## src/hdl/tcpe_pkg.sv

```systemverilog
// Shared types and constants for the terminal capability parameter expander.
`default_nettype none

package tcpe_pkg;

  typedef struct packed {
    logic [7:0]         cap_byte;
    logic               first;
    logic signed [15:0] start_value;
    logic               no_string;
  } in_t;

  typedef struct packed {
    logic [7:0] out_char;
    logic       last;
    logic [1:0] status;
  } out_t;

  localparam logic [1:0] ST_OK   = 2'd0;
  localparam logic [1:0] ST_BAD  = 2'd1;
  localparam logic [1:0] ST_NONE = 2'd2;
  localparam logic [1:0] ST_OVF  = 2'd3;

  typedef enum logic [1:0] {
    K_CHAR,
    K_END,
    K_ERR
  } kind_t;

  typedef struct packed {
    kind_t      kind;
    logic       clr;
    logic [7:0] ch;
    logic [1:0] status;
  } entry_t;

  typedef struct packed {
    logic               start;
    logic signed [15:0] value;
    logic               sel100;
  } div_req_t;

  typedef struct packed {
    logic               done;
    logic signed [15:0] quot;
    logic signed [15:0] rem;
  } div_rsp_t;

  localparam int Q_DEPTH = 4;

  localparam logic [15:0] RECIP10     = 16'd52429;
  localparam logic [15:0] RECIP100    = 16'd5243;
  localparam int          RECIP_SHIFT = 19;

  function automatic logic [7:0] digit_char(logic signed [15:0] v);
    return v[7:0] | 8'h30;
  endfunction

endpackage

`default_nettype wire

```

## src/hdl/tcpe_div.sv

```systemverilog
// Signed 16-bit divide by ten or one hundred, truncating.
`default_nettype none

module tcpe_div (
  input  wire logic               clk,
  input  wire logic               rst,
  input  wire tcpe_pkg::div_req_t req,
  output tcpe_pkg::div_rsp_t      rsp
);
  import tcpe_pkg::*;

  logic        v0, v1;
  logic [15:0] mag0, mag1;
  logic        neg0, neg1;
  logic        sel0, sel1;
  logic [12:0] q1;
  logic [31:0] prod;
  logic [15:0] rmag;
  logic [15:0] qmag;

  assign prod = mag0 * (sel0 ? RECIP100 : RECIP10);
  assign qmag = {3'b000, q1};
  assign rmag = mag1 - 16'(qmag * (sel1 ? 16'd100 : 16'd10));

  always_ff @(posedge clk) begin
    if (rst) begin
      v0       <= 1'b0;
      v1       <= 1'b0;
      rsp.done <= 1'b0;
    end else begin
      v0       <= req.start;
      v1       <= v0;
      rsp.done <= v1;
    end
    if (req.start) begin
      mag0 <= req.value[15] ? 16'(-req.value) : 16'(req.value);
      neg0 <= req.value[15];
      sel0 <= req.sel100;
    end
    if (v0) begin
      q1   <= prod[RECIP_SHIFT +: 13];
      mag1 <= mag0;
      neg1 <= neg0;
      sel1 <= sel0;
    end
    if (v1) begin
      rsp.quot <= neg1 ? -$signed(qmag) : $signed(qmag);
      rsp.rem  <= neg1 ? -$signed(rmag) : $signed(rmag);
    end
  end

  a_latency: assert property (@(posedge clk) disable iff (rst) req.start |-> ##3 rsp.done)
    else $error("divide result did not arrive three cycles after start");

endmodule

`default_nettype wire

```

## src/hdl/tcpe_fifo.sv

```systemverilog
// Short queue of expansion entries between the parser and the output stage.
`default_nettype none

module tcpe_fifo (
  input  wire logic             clk,
  input  wire logic             rst,
  input  wire logic             wr,
  input  wire tcpe_pkg::entry_t wdata,
  output logic                  full,
  input  wire logic             rd,
  output tcpe_pkg::entry_t      rdata,
  output logic                  empty
);
  import tcpe_pkg::*;

  localparam int PW = $clog2(Q_DEPTH);

  entry_t        mem [Q_DEPTH];
  logic [PW-1:0] wptr, rptr;
  logic [PW:0]   count;

  assign full  = (count == (PW+1)'(Q_DEPTH));
  assign empty = (count == '0);
  assign rdata = mem[rptr];

  always_ff @(posedge clk) begin
    if (rst) begin
      wptr  <= '0;
      rptr  <= '0;
      count <= '0;
    end else begin
      if (wr) begin
        wptr <= wptr + 1'b1;
      end
      if (rd) begin
        rptr <= rptr + 1'b1;
      end
      if (wr && !rd) begin
        count <= count + 1'b1;
      end else if (rd && !wr) begin
        count <= count - 1'b1;
      end
    end
    if (wr) begin
      mem[wptr] <= wdata;
    end
  end

  a_no_overrun: assert property (@(posedge clk) disable iff (rst) wr |-> !full)
    else $error("entry written into a full queue");
  a_no_underrun: assert property (@(posedge clk) disable iff (rst) rd |-> !empty)
    else $error("entry read from an empty queue");

endmodule

`default_nettype wire

```

## src/hdl/tcpe_front.sv

```systemverilog
// Parser: accepts capability bytes, tracks the escape state and the parameter.
`default_nettype none

module tcpe_front (
  input  wire logic               clk,
  input  wire logic               rst,
  input  wire logic               push,
  output logic                    full,
  input  wire tcpe_pkg::in_t      din,
  input  wire logic               q_full,
  output logic                    q_wr,
  output tcpe_pkg::entry_t        q_data,
  output tcpe_pkg::div_req_t      div_req,
  input  wire tcpe_pkg::div_rsp_t div_rsp
);
  import tcpe_pkg::*;

  typedef enum logic [2:0] {
    M_NORMAL,
    M_PCT,
    M_GT_X,
    M_GT_Y,
    M_PLUS,
    M_IDLE
  } mode_t;

  typedef enum logic [1:0] {
    F_ACCEPT,
    F_WAIT,
    F_PUSH_Q,
    F_PUSH_R
  } fstate_t;

  typedef enum logic [1:0] {
    J_ONE,
    J_TWO,
    J_THREE,
    J_BCD
  } job_t;

  localparam logic [7:0] C_NUL     = 8'h00;
  localparam logic [7:0] C_PERCENT = 8'h25;
  localparam logic [7:0] C_PLUS    = 8'h2B;
  localparam logic [7:0] C_DOT     = 8'h2E;
  localparam logic [7:0] C_TWO     = 8'h32;
  localparam logic [7:0] C_THREE   = 8'h33;
  localparam logic [7:0] C_GT      = 8'h3E;
  localparam logic [7:0] C_BCD     = 8'h42;
  localparam logic [7:0] C_RBCD    = 8'h44;
  localparam logic [7:0] C_DEC     = 8'h64;
  localparam logic [7:0] C_INC     = 8'h69;
  localparam logic [7:0] C_XOR     = 8'h6E;
  localparam logic [15:0] XOR_MASK = 16'h0060;

  fstate_t            state, state_next;
  mode_t              mode, mode_next, mode_in;
  job_t               job, job_next, job_sel;
  logic signed [15:0] param, param_next;
  logic [7:0]         cmp, cmp_next;
  logic               clr_pend, clr_next;

  logic               accept;
  logic [7:0]         b;
  logic signed [15:0] n_in, sb, scmp, n_neg, rem16, n_plus;

  assign full   = (state != F_ACCEPT) || q_full;
  assign accept = push && !full;
  assign b      = din.cap_byte;
  assign n_in   = din.first ? din.start_value : param;
  assign mode_in = din.first ? M_NORMAL : mode;
  assign sb     = {{8{b[7]}}, b};
  assign scmp   = {{8{cmp[7]}}, cmp};
  assign n_neg  = -n_in;
  assign rem16  = n_in[15] ? -$signed({12'd0, n_neg[3:0]}) : $signed({12'd0, n_in[3:0]});
  assign n_plus = n_in + sb;

  always_comb begin
    priority if (b == C_TWO) begin
      job_sel = J_TWO;
    end else if (b == C_DEC && n_in >= 16'sd10 && n_in < 16'sd100) begin
      job_sel = J_TWO;
    end else if (b == C_DEC && n_in < 16'sd10) begin
      job_sel = J_ONE;
    end else if (b == C_BCD) begin
      job_sel = J_BCD;
    end else begin
      job_sel = J_THREE;
    end
  end

  always_comb begin
    state_next     = state;
    mode_next      = mode;
    job_next       = job;
    param_next     = param;
    cmp_next       = cmp;
    clr_next       = clr_pend;
    q_wr           = 1'b0;
    q_data.kind    = K_CHAR;
    q_data.clr     = clr_pend || (accept && din.first);
    q_data.ch      = b;
    q_data.status  = ST_OK;
    div_req.start  = 1'b0;
    div_req.value  = n_in;
    div_req.sel100 = (job_sel == J_THREE);
    unique case (state)
      F_ACCEPT: begin
        if (accept) begin
          param_next = n_in;
          mode_next  = mode_in;
          if (din.first) begin
            clr_next = 1'b1;
            cmp_next = '0;
          end
          if (din.first && din.no_string) begin
            q_wr          = 1'b1;
            q_data.kind   = K_ERR;
            q_data.status = ST_NONE;
            mode_next     = M_IDLE;
          end else begin
            unique case (mode_in)
              M_NORMAL: begin
                if (b == C_NUL) begin
                  q_wr        = 1'b1;
                  q_data.kind = K_END;
                  mode_next   = M_IDLE;
                end else if (b == C_PERCENT) begin
                  mode_next = M_PCT;
                end else begin
                  q_wr = 1'b1;
                end
              end
              M_PCT: begin
                mode_next = M_NORMAL;
                unique case (b)
                  C_XOR:  param_next = n_in ^ XOR_MASK;
                  C_DEC, C_TWO, C_THREE, C_BCD: begin
                    div_req.start = 1'b1;
                    job_next      = job_sel;
                    state_next    = F_WAIT;
                  end
                  C_GT:   mode_next = M_GT_X;
                  C_PLUS: mode_next = M_PLUS;
                  C_DOT: begin
                    q_wr      = 1'b1;
                    q_data.ch = n_in[7:0];
                  end
                  C_INC:  param_next = n_in + 16'sd1;
                  C_PERCENT: q_wr = 1'b1;
                  C_RBCD: param_next = n_in - (rem16 <<< 1);
                  default: begin
                    q_wr          = 1'b1;
                    q_data.kind   = K_ERR;
                    q_data.status = ST_BAD;
                    mode_next     = M_IDLE;
                  end
                endcase
              end
              M_GT_X, M_GT_Y, M_PLUS: begin
                if (b == C_NUL) begin
                  q_wr          = 1'b1;
                  q_data.kind   = K_ERR;
                  q_data.status = ST_BAD;
                  mode_next     = M_IDLE;
                end else if (mode_in == M_GT_X) begin
                  cmp_next  = b;
                  mode_next = M_GT_Y;
                end else if (mode_in == M_GT_Y) begin
                  if (n_in > scmp) begin
                    param_next = n_plus;
                  end
                  mode_next = M_NORMAL;
                end else begin
                  param_next = n_plus;
                  q_wr       = 1'b1;
                  q_data.ch  = n_plus[7:0];
                  mode_next  = M_NORMAL;
                end
              end
              default: mode_next = M_IDLE;
            endcase
          end
        end
      end
      F_WAIT: begin
        if (div_rsp.done) begin
          unique case (job)
            J_BCD: begin
              param_next = {div_rsp.quot[11:0], 4'b0000} + div_rsp.rem;
              state_next = F_ACCEPT;
            end
            J_ONE:   state_next = F_PUSH_R;
            default: state_next = F_PUSH_Q;
          endcase
        end
      end
      F_PUSH_Q: begin
        if (!q_full) begin
          q_wr      = 1'b1;
          q_data.ch = digit_char(div_rsp.quot);
          if (job == J_THREE) begin
            param_next     = div_rsp.rem;
            div_req.start  = 1'b1;
            div_req.value  = div_rsp.rem;
            div_req.sel100 = 1'b0;
            job_next       = J_TWO;
            state_next     = F_WAIT;
          end else begin
            state_next = F_PUSH_R;
          end
        end
      end
      F_PUSH_R: begin
        if (!q_full) begin
          q_wr       = 1'b1;
          q_data.ch  = digit_char(div_rsp.rem);
          state_next = F_ACCEPT;
        end
      end
      default: state_next = F_ACCEPT;
    endcase
    if (q_wr) begin
      clr_next = 1'b0;
    end
  end

  always_ff @(posedge clk) begin
    if (rst) begin
      state    <= F_ACCEPT;
      mode     <= M_NORMAL;
      job      <= J_ONE;
      param    <= '0;
      cmp      <= '0;
      clr_pend <= 1'b0;
    end else begin
      state    <= state_next;
      mode     <= mode_next;
      job      <= job_next;
      param    <= param_next;
      cmp      <= cmp_next;
      clr_pend <= clr_next;
    end
  end

  a_done_in_wait: assert property (@(posedge clk) disable iff (rst)
    div_rsp.done |-> state == F_WAIT)
    else $error("divide result arrived outside the wait state");

endmodule

`default_nettype wire

```

## src/hdl/tcpe_back.sv

```systemverilog
// Output stage: counts characters, drops overflow, builds terminator status.
`default_nettype none

module tcpe_back #(
  parameter int OUT_CHARS = 64
) (
  input  wire logic             clk,
  input  wire logic             rst,
  input  wire tcpe_pkg::entry_t head,
  input  wire logic             head_empty,
  output logic                  take,
  output logic                  empty,
  input  wire logic             pop,
  output tcpe_pkg::out_t        dout
);
  import tcpe_pkg::*;

  localparam int CW = $clog2(OUT_CHARS);
  localparam logic [CW-1:0] MAX_CHARS = CW'(OUT_CHARS - 1);

  logic [CW-1:0] cnt, cnt_eff, cnt_next;
  logic          ovf, ovf_eff, ovf_next;
  logic          result_valid, result_valid_next;
  out_t          result;
  logic          room;

  assign empty   = !result_valid;
  assign dout    = result;
  assign room    = !result_valid || pop;
  assign take    = !head_empty && room;
  assign cnt_eff = head.clr ? '0 : cnt;
  assign ovf_eff = head.clr ? 1'b0 : ovf;

  always_comb begin
    cnt_next          = cnt;
    ovf_next          = ovf;
    result_valid_next = result_valid && !pop;
    if (take) begin
      cnt_next = cnt_eff;
      ovf_next = ovf_eff;
      unique case (head.kind)
        K_CHAR: begin
          if (cnt_eff < MAX_CHARS) begin
            cnt_next          = cnt_eff + 1'b1;
            result_valid_next = 1'b1;
          end else begin
            ovf_next = 1'b1;
          end
        end
        K_END, K_ERR: result_valid_next = 1'b1;
        default: ;
      endcase
    end
  end

  always_ff @(posedge clk) begin
    if (rst) begin
      cnt          <= '0;
      ovf          <= 1'b0;
      result_valid <= 1'b0;
    end else begin
      cnt          <= cnt_next;
      ovf          <= ovf_next;
      result_valid <= result_valid_next;
    end
    if (take) begin
      unique case (head.kind)
        K_CHAR:  result <= '{out_char: head.ch, last: 1'b0, status: ST_OK};
        K_END:   result <= '{out_char: 8'd0, last: 1'b1, status: ovf_eff ? ST_OVF : ST_OK};
        default: result <= '{out_char: 8'd0, last: 1'b1, status: head.status};
      endcase
    end
  end

  a_cnt_bound: assert property (@(posedge clk) disable iff (rst) cnt <= MAX_CHARS)
    else $error("character count passed its limit");
  a_char_ok: assert property (@(posedge clk) disable iff (rst)
    result_valid && !result.last |-> result.status == ST_OK)
    else $error("character word carries a nonzero status");

endmodule

`default_nettype wire

```

## src/hdl/terminal_cap_param_expander.sv

```systemverilog
// Top level of the terminal capability parameter expander.
// Takes a capability string one byte per push word and returns the expanded
// characters, a closing terminator or one error word per string. Plain bytes
// and escapes that only change the parameter are accepted one per cycle while
// the queue has room, and result words drain through a four-entry queue and
// an output register one per cycle while pop is held. %2, %d, %B and %3 use
// the shared constant divide unit, and the parser waits for its results. At
// most OUT_CHARS-1 characters are sent per string; the rest are dropped and
// the terminator reports overflow.
`default_nettype none

module terminal_cap_param_expander #(
  parameter int OUT_CHARS = 64
) (
  input  wire logic           clk,
  input  wire logic           rst,
  input  wire logic           push,
  output logic                full,
  input  wire tcpe_pkg::in_t  din,
  output logic                empty,
  input  wire logic           pop,
  output tcpe_pkg::out_t      dout
);
  import tcpe_pkg::*;

  logic     q_wr, q_full, q_empty, q_rd;
  entry_t   q_wdata, q_rdata;
  div_req_t div_req;
  div_rsp_t div_rsp;

  tcpe_front u_front (
    .clk     (clk),
    .rst     (rst),
    .push    (push),
    .full    (full),
    .din     (din),
    .q_full  (q_full),
    .q_wr    (q_wr),
    .q_data  (q_wdata),
    .div_req (div_req),
    .div_rsp (div_rsp)
  );

  tcpe_div u_div (
    .clk (clk),
    .rst (rst),
    .req (div_req),
    .rsp (div_rsp)
  );

  tcpe_fifo u_fifo (
    .clk   (clk),
    .rst   (rst),
    .wr    (q_wr),
    .wdata (q_wdata),
    .full  (q_full),
    .rd    (q_rd),
    .rdata (q_rdata),
    .empty (q_empty)
  );

  tcpe_back #(
    .OUT_CHARS (OUT_CHARS)
  ) u_back (
    .clk        (clk),
    .rst        (rst),
    .head       (q_rdata),
    .head_empty (q_empty),
    .take       (q_rd),
    .empty      (empty),
    .pop        (pop),
    .dout       (dout)
  );

endmodule

`default_nettype wire
```

## config.mk

```make
export PLATFORM = sky130hd
export DESIGN_NAME = terminal_cap_param_expander
export DESIGN_NICKNAME = d
export VERILOG_FILES = /design/src/hdl/tcpe_pkg.sv /design/src/hdl/tcpe_div.sv /design/src/hdl/tcpe_fifo.sv /design/src/hdl/tcpe_front.sv /design/src/hdl/tcpe_back.sv /design/src/hdl/terminal_cap_param_expander.sv
export SDC_FILE = /design/constraint.sdc
export NUM_CORES = 1
export LEC_CHECK = 0
export BUFFER_PORTS_ARGS = -buffer_cell sky130_fd_sc_hd__buf_2
export CAP_MARGIN = 20
export CORE_ASPECT_RATIO = 0.9
export CORE_MARGIN = 5
export CORE_UTILIZATION = 43
export CTS_CLUSTER_DIAMETER = 50
export DETAILED_ROUTE_END_ITERATION = 8
export SLEW_MARGIN = 20
export SYNTH_ARGS = -nofsm -noshare
export SYNTH_HDL_FRONTEND = slang
export SYNTH_SLANG_ARGS = --single-unit
```

## constraint.sdc

```tcl
create_clock -name clk -period 10.28 [get_ports clk]
set_clock_uncertainty 0.1 [all_clocks]
set_input_delay 0.514 -clock clk [delete_from_list [all_inputs] [get_ports clk]]
set_output_delay 0.514 -clock clk [all_outputs]
set_load 0.005 [all_outputs]
```

==> results.sh <==
export IMPL_synth_area_leaders="edfxtp_1 (20%), ha_1 (16%), fa_1 (16%)"
export IMPL_track_usage_pct=20.8
export IMPL_htreeDepth=4
export IMPL_io_pins=43
export IMPL_nNetsFinal=2720
export IMPL_yosys_cell_types_count=93
export IMPL_setup_tns_final_ns=0
export IMPL_grt_max_degree=46
export IMPL_dieArea_mm2=0.0532
export IMPL_post_drt_wl_per_cell_um=18.9
export IMPL_antenna_found_initial=0
export IMPL_timing_rr_start="u_div.sel0"
export IMPL_routed_wl_um=54600
export IMPL_hold_viol_final=0
export IMPL_hp_class="input pin to flip-flop"
export IMPL_synth_cells=2225
export IMPL_die_w_um=243
export IMPL_yosysTopAreaCell="edfxtp_1"
export IMPL_max_clock_freq_mhz=140
export IMPL_area_delta_synth_final_pct=7.37
export IMPL_drv_cap=0
export IMPL_avgViaCountPerCell=5.51
export IMPL_p_leak_nw=10.2
export IMPL_cts_resized=0
export IMPL_ys_seq_elements=192
export IMPL_drt_initial_drc_count=1285
export IMPL_grt_first_pass_wirelength_um=87800
export IMPL_gp_congestion=0.936
export IMPL_cts_clk_slew_worst_paths_ns=0.08
export IMPL_path_class="flip-flop to flip-flop"
export IMPL_rsz0062_at_grt="no"
export IMPL_cts_sinks=192
export IMPL_avgSynthCellArea_um2=9.41
export IMPL_worstPathArrival_ns=7.35
export IMPL_synth_edff_count=140
export IMPL_design_area_mm2=0.0225
export IMPL_layout_setup_ws_ns=3.12
export IMPL_critPathMaxFanout=39
export IMPL_slew_viol_final=0
export IMPL_vias=15904
export IMPL_port_buffers=42
export IMPL_place_ws_ns=3.01
export IMPL_post_cts_buffers=0
export IMPL_die_y_um=219
export IMPL_overflow=0
export IMPL_diodes=0
export IMPL_place_inst=2853
export IMPL_placed_area_mm2=0.0218
export IMPL_cp_required_ns=10.46
export IMPL_layout_min_cycle_time_ns=7.16
export IMPL_end_kind="flip-flop"
export IMPL_netlist_area_mm2=0.0209
export IMPL_drtAntennaViolNets=0
export IMPL_setup_viol=0
export IMPL_post_synth_top_area_fraction_pct=20.1
export IMPL_drcViolationCount=0
export IMPL_clock_latency_ns=0.47
export IMPL_start_util_pct=43.6
export IMPL_rows=76
export IMPL_drive_gt1_share_pct=6.37
export IMPL_dp_hpwl_um=44500
export IMPL_finalCritPeriodShare_pct=69.7
export IMPL_dr_pass1_iters=6
export IMPL_cts_tree="done"
export IMPL_grt_pass1_vias=16038
export IMPL_ys_seq_area_share_pct=25.0
export IMPL_core_mm2=0.0480
export IMPL_hold_start="pop"
export IMPL_ys_flop_type="edfxtp_1"
export IMPL_postCtsHoldBufs=0
export IMPL_clk_path_buf_depth=2
export IMPL_ir_drop_mv=0.121
export IMPL_relSlewSlack_pct=34.6
export IMPL_cts_root_buf="clkbuf_16"
export IMPL_startpoint_type="flip-flop"
export IMPL_status="completed"
export IMPL_async_flop_share_pct=0
export IMPL_power_density_mw_per_mm2=114
export IMPL_cts_buffers=17
export IMPL_crit_path_start="u_div.sel0"
export IMPL_ys_warn_count=0
export IMPL_worst_pin_slew_ns=0.956
export IMPL_stdcell_count=2885
## registers in the layout, indices dropped and copies added, names as in the netlist, 2 cells and up, named ones only
register	cells
u_back.cnt	6
u_back.dout	11
u_div.mag0	16
u_div.mag1	16
u_div.q1	13
u_div.rsp	29
u_fifo.count	3
u_fifo.mem	52
u_fifo.rptr	2
u_fifo.wptr	2
u_front.cmp	8
u_front.job	2
u_front.mode	3
u_front.param	16
u_front.state	2
## kinds of logic (layout without fill, tap and decap cells)
logic type | Yosys count | after routing | share of synthesized area (%)
AO/OA/AOI/OAI | 452 | 452 | 13.9
flip-flops | 192 | 192 | 25.0
buffers and inverters | 449 | 476 | 8.25
other | 2 | 11 | 0.0359
XOR/XNOR | 118 | 118 | 4.93
AND/OR/NAND/NOR | 533 | 533 | 12.8
adder cells (fa/ha/maj) | 442 | 442 | 32.5
multiplexers | 37 | 37 | 2.62
## placed cells by master (no fill, tap or decap), types with 9 or more instances in the layout
cell type / netlist / layout
o21a_1: 11 / 11
fa_1: 169 / 169
a22oi_1: 15 / 15
o21ai_0: 94 / 93
nand3_1: 34 / 34
nand2_1: 159 / 159
ha_1: 273 / 273
o211ai_1: 17 / 17
nor2b_1: 23 / 23
inv_1: 374 / 374
a31oi_1: 20 / 20
xnor2_1: 78 / 78
and3_1: 13 / 13
and2_1: 29 / 29
buf_4: 2 / 21
nand4_1: 14 / 14
nand2b_1: 41 / 41
or3_1: 11 / 11
buf_2: 10 / 42
conb_1: 2 / 11
a21o_1: 15 / 15
o31ai_1: 15 / 15
a211oi_1: 12 / 12
a21oi_1: 120 / 120
dfxtp_1: 52 / 52
nor2_1: 123 / 123
nor3_1: 31 / 31
o221ai_1: 9 / 9
mux2i_1: 20 / 20
edfxtp_1: 140 / 140
clkbuf_16: 0 / 17
o21ai_1: 29 / 29
mux4_2: 13 / 13
or2_2: 9 / 9
xor2_1: 40 / 40
## power breakdown
group / switching (mW) / internal, mW
sequential: 0.0403 / 0.928
clock: 0.346 / 0.381
combinational: 0.535 / 0.340
## routing by layer
layer / part of all wire [%] / routed length (µm) / up-vias / track usage [%]
met4: 2.3 / 1240 / 0 / 5.33
met3: 5.6 / 3030 / 80 / 3.48
met1: 46 / 24900 / 7714 / 28.3
li1: - / - / 7659 / -
met2: 47 / 25400 / 451 / 34.8
met5: 0 / 0 / - / 0
## metrics by stage
stage / total power, mW / util [%] / hold slack [ns]
finish: 2.57 / 46.8 / 0.271
global route: 2.73 / 46.8 / 0.266
CTS: 2.59 / 46.8 / 0.231
detailed placement: 1.85 / 45.5 / 0.308
global placement: 1.84 / 45.5 / 0.338
floorplan: 1.60 / - / 0.300
## synth_stat cells (6+ instances only)
library cell / instances
o21ai_0: 94
o211ai_1: 17
dfxtp_1: 52
xnor2_1: 78
o31ai_1: 15
a21oi_1: 120
o22ai_1: 6
a21o_1: 15
nor3b_1: 8
o21bai_1: 8
o221ai_1: 9
a31oi_1: 20
nor4_1: 6
buf_2: 10
nor3_1: 31
nand2b_1: 41
and3_1: 13
or2_2: 9
a32oi_1: 6
xor2_1: 40
a22oi_1: 15
fa_1: 169
or4_1: 7
o21ai_1: 29
ha_1: 273
a211oi_1: 12
inv_1: 374
a2111oi_0: 6
clkbuf_1: 50
mux4_2: 13
nand4_1: 14
edfxtp_1: 140
nand2_1: 159
nor2_1: 123
or3_1: 11
o21a_1: 11
a221oi_1: 7
and2_1: 29
mux2i_1: 20
a22o_1: 6
nor2b_1: 23
nand3_1: 34
## path summary, 6_finish.rpt
| path | cells past startpoint | to | slack (ns) |
|---|---|---|---|
| max | 22 | u_div.q1[12] | 3.12 |
| min | 3 | u_back.result_valid | 0.27 |
| max reg2reg | 22 | u_div.q1[12] | 3.12 |
| min reg2reg | 0 | u_div.neg1 | 0.35 |
## worst max-delay path: stages, from the launching register on
cell,delay [ns]
edfxtp_1,0.32
buf_4,0.33
nand2b_1,0.22
inv_1,0.10
or2_2,0.32
ha_1,0.32
fa_1,0.51
fa_1,0.52
fa_1,0.52
fa_1,0.54
inv_1,0.05
fa_1,0.53
inv_1,0.04
ha_1,0.29
o211ai_1,0.10
o211ai_1,0.16
o211ai_1,0.14
a211oi_1,0.60
o21ai_1,0.23
o21ai_0,0.40
a41o_1,0.31
nor4_1,0.06
a311oi_1,0.25
## final cells by class
| class | count | area [µm²] |
|---|---|---|
| Multi-Input combinational cell | 1593 | 14000 |
| Fill cell | 4568 | 25500 |
| Sequential cell | 192 | 5250 |
| Clock buffer | 19 | 443 |
| Clock inverter | 13 | 191 |
| Inverter | 381 | 1430 |
| Tap cell | 624 | 781 |
| Timing Repair Buffer | 63 | 368 |
Note: power is estimated with default switching activity, not from simulation.
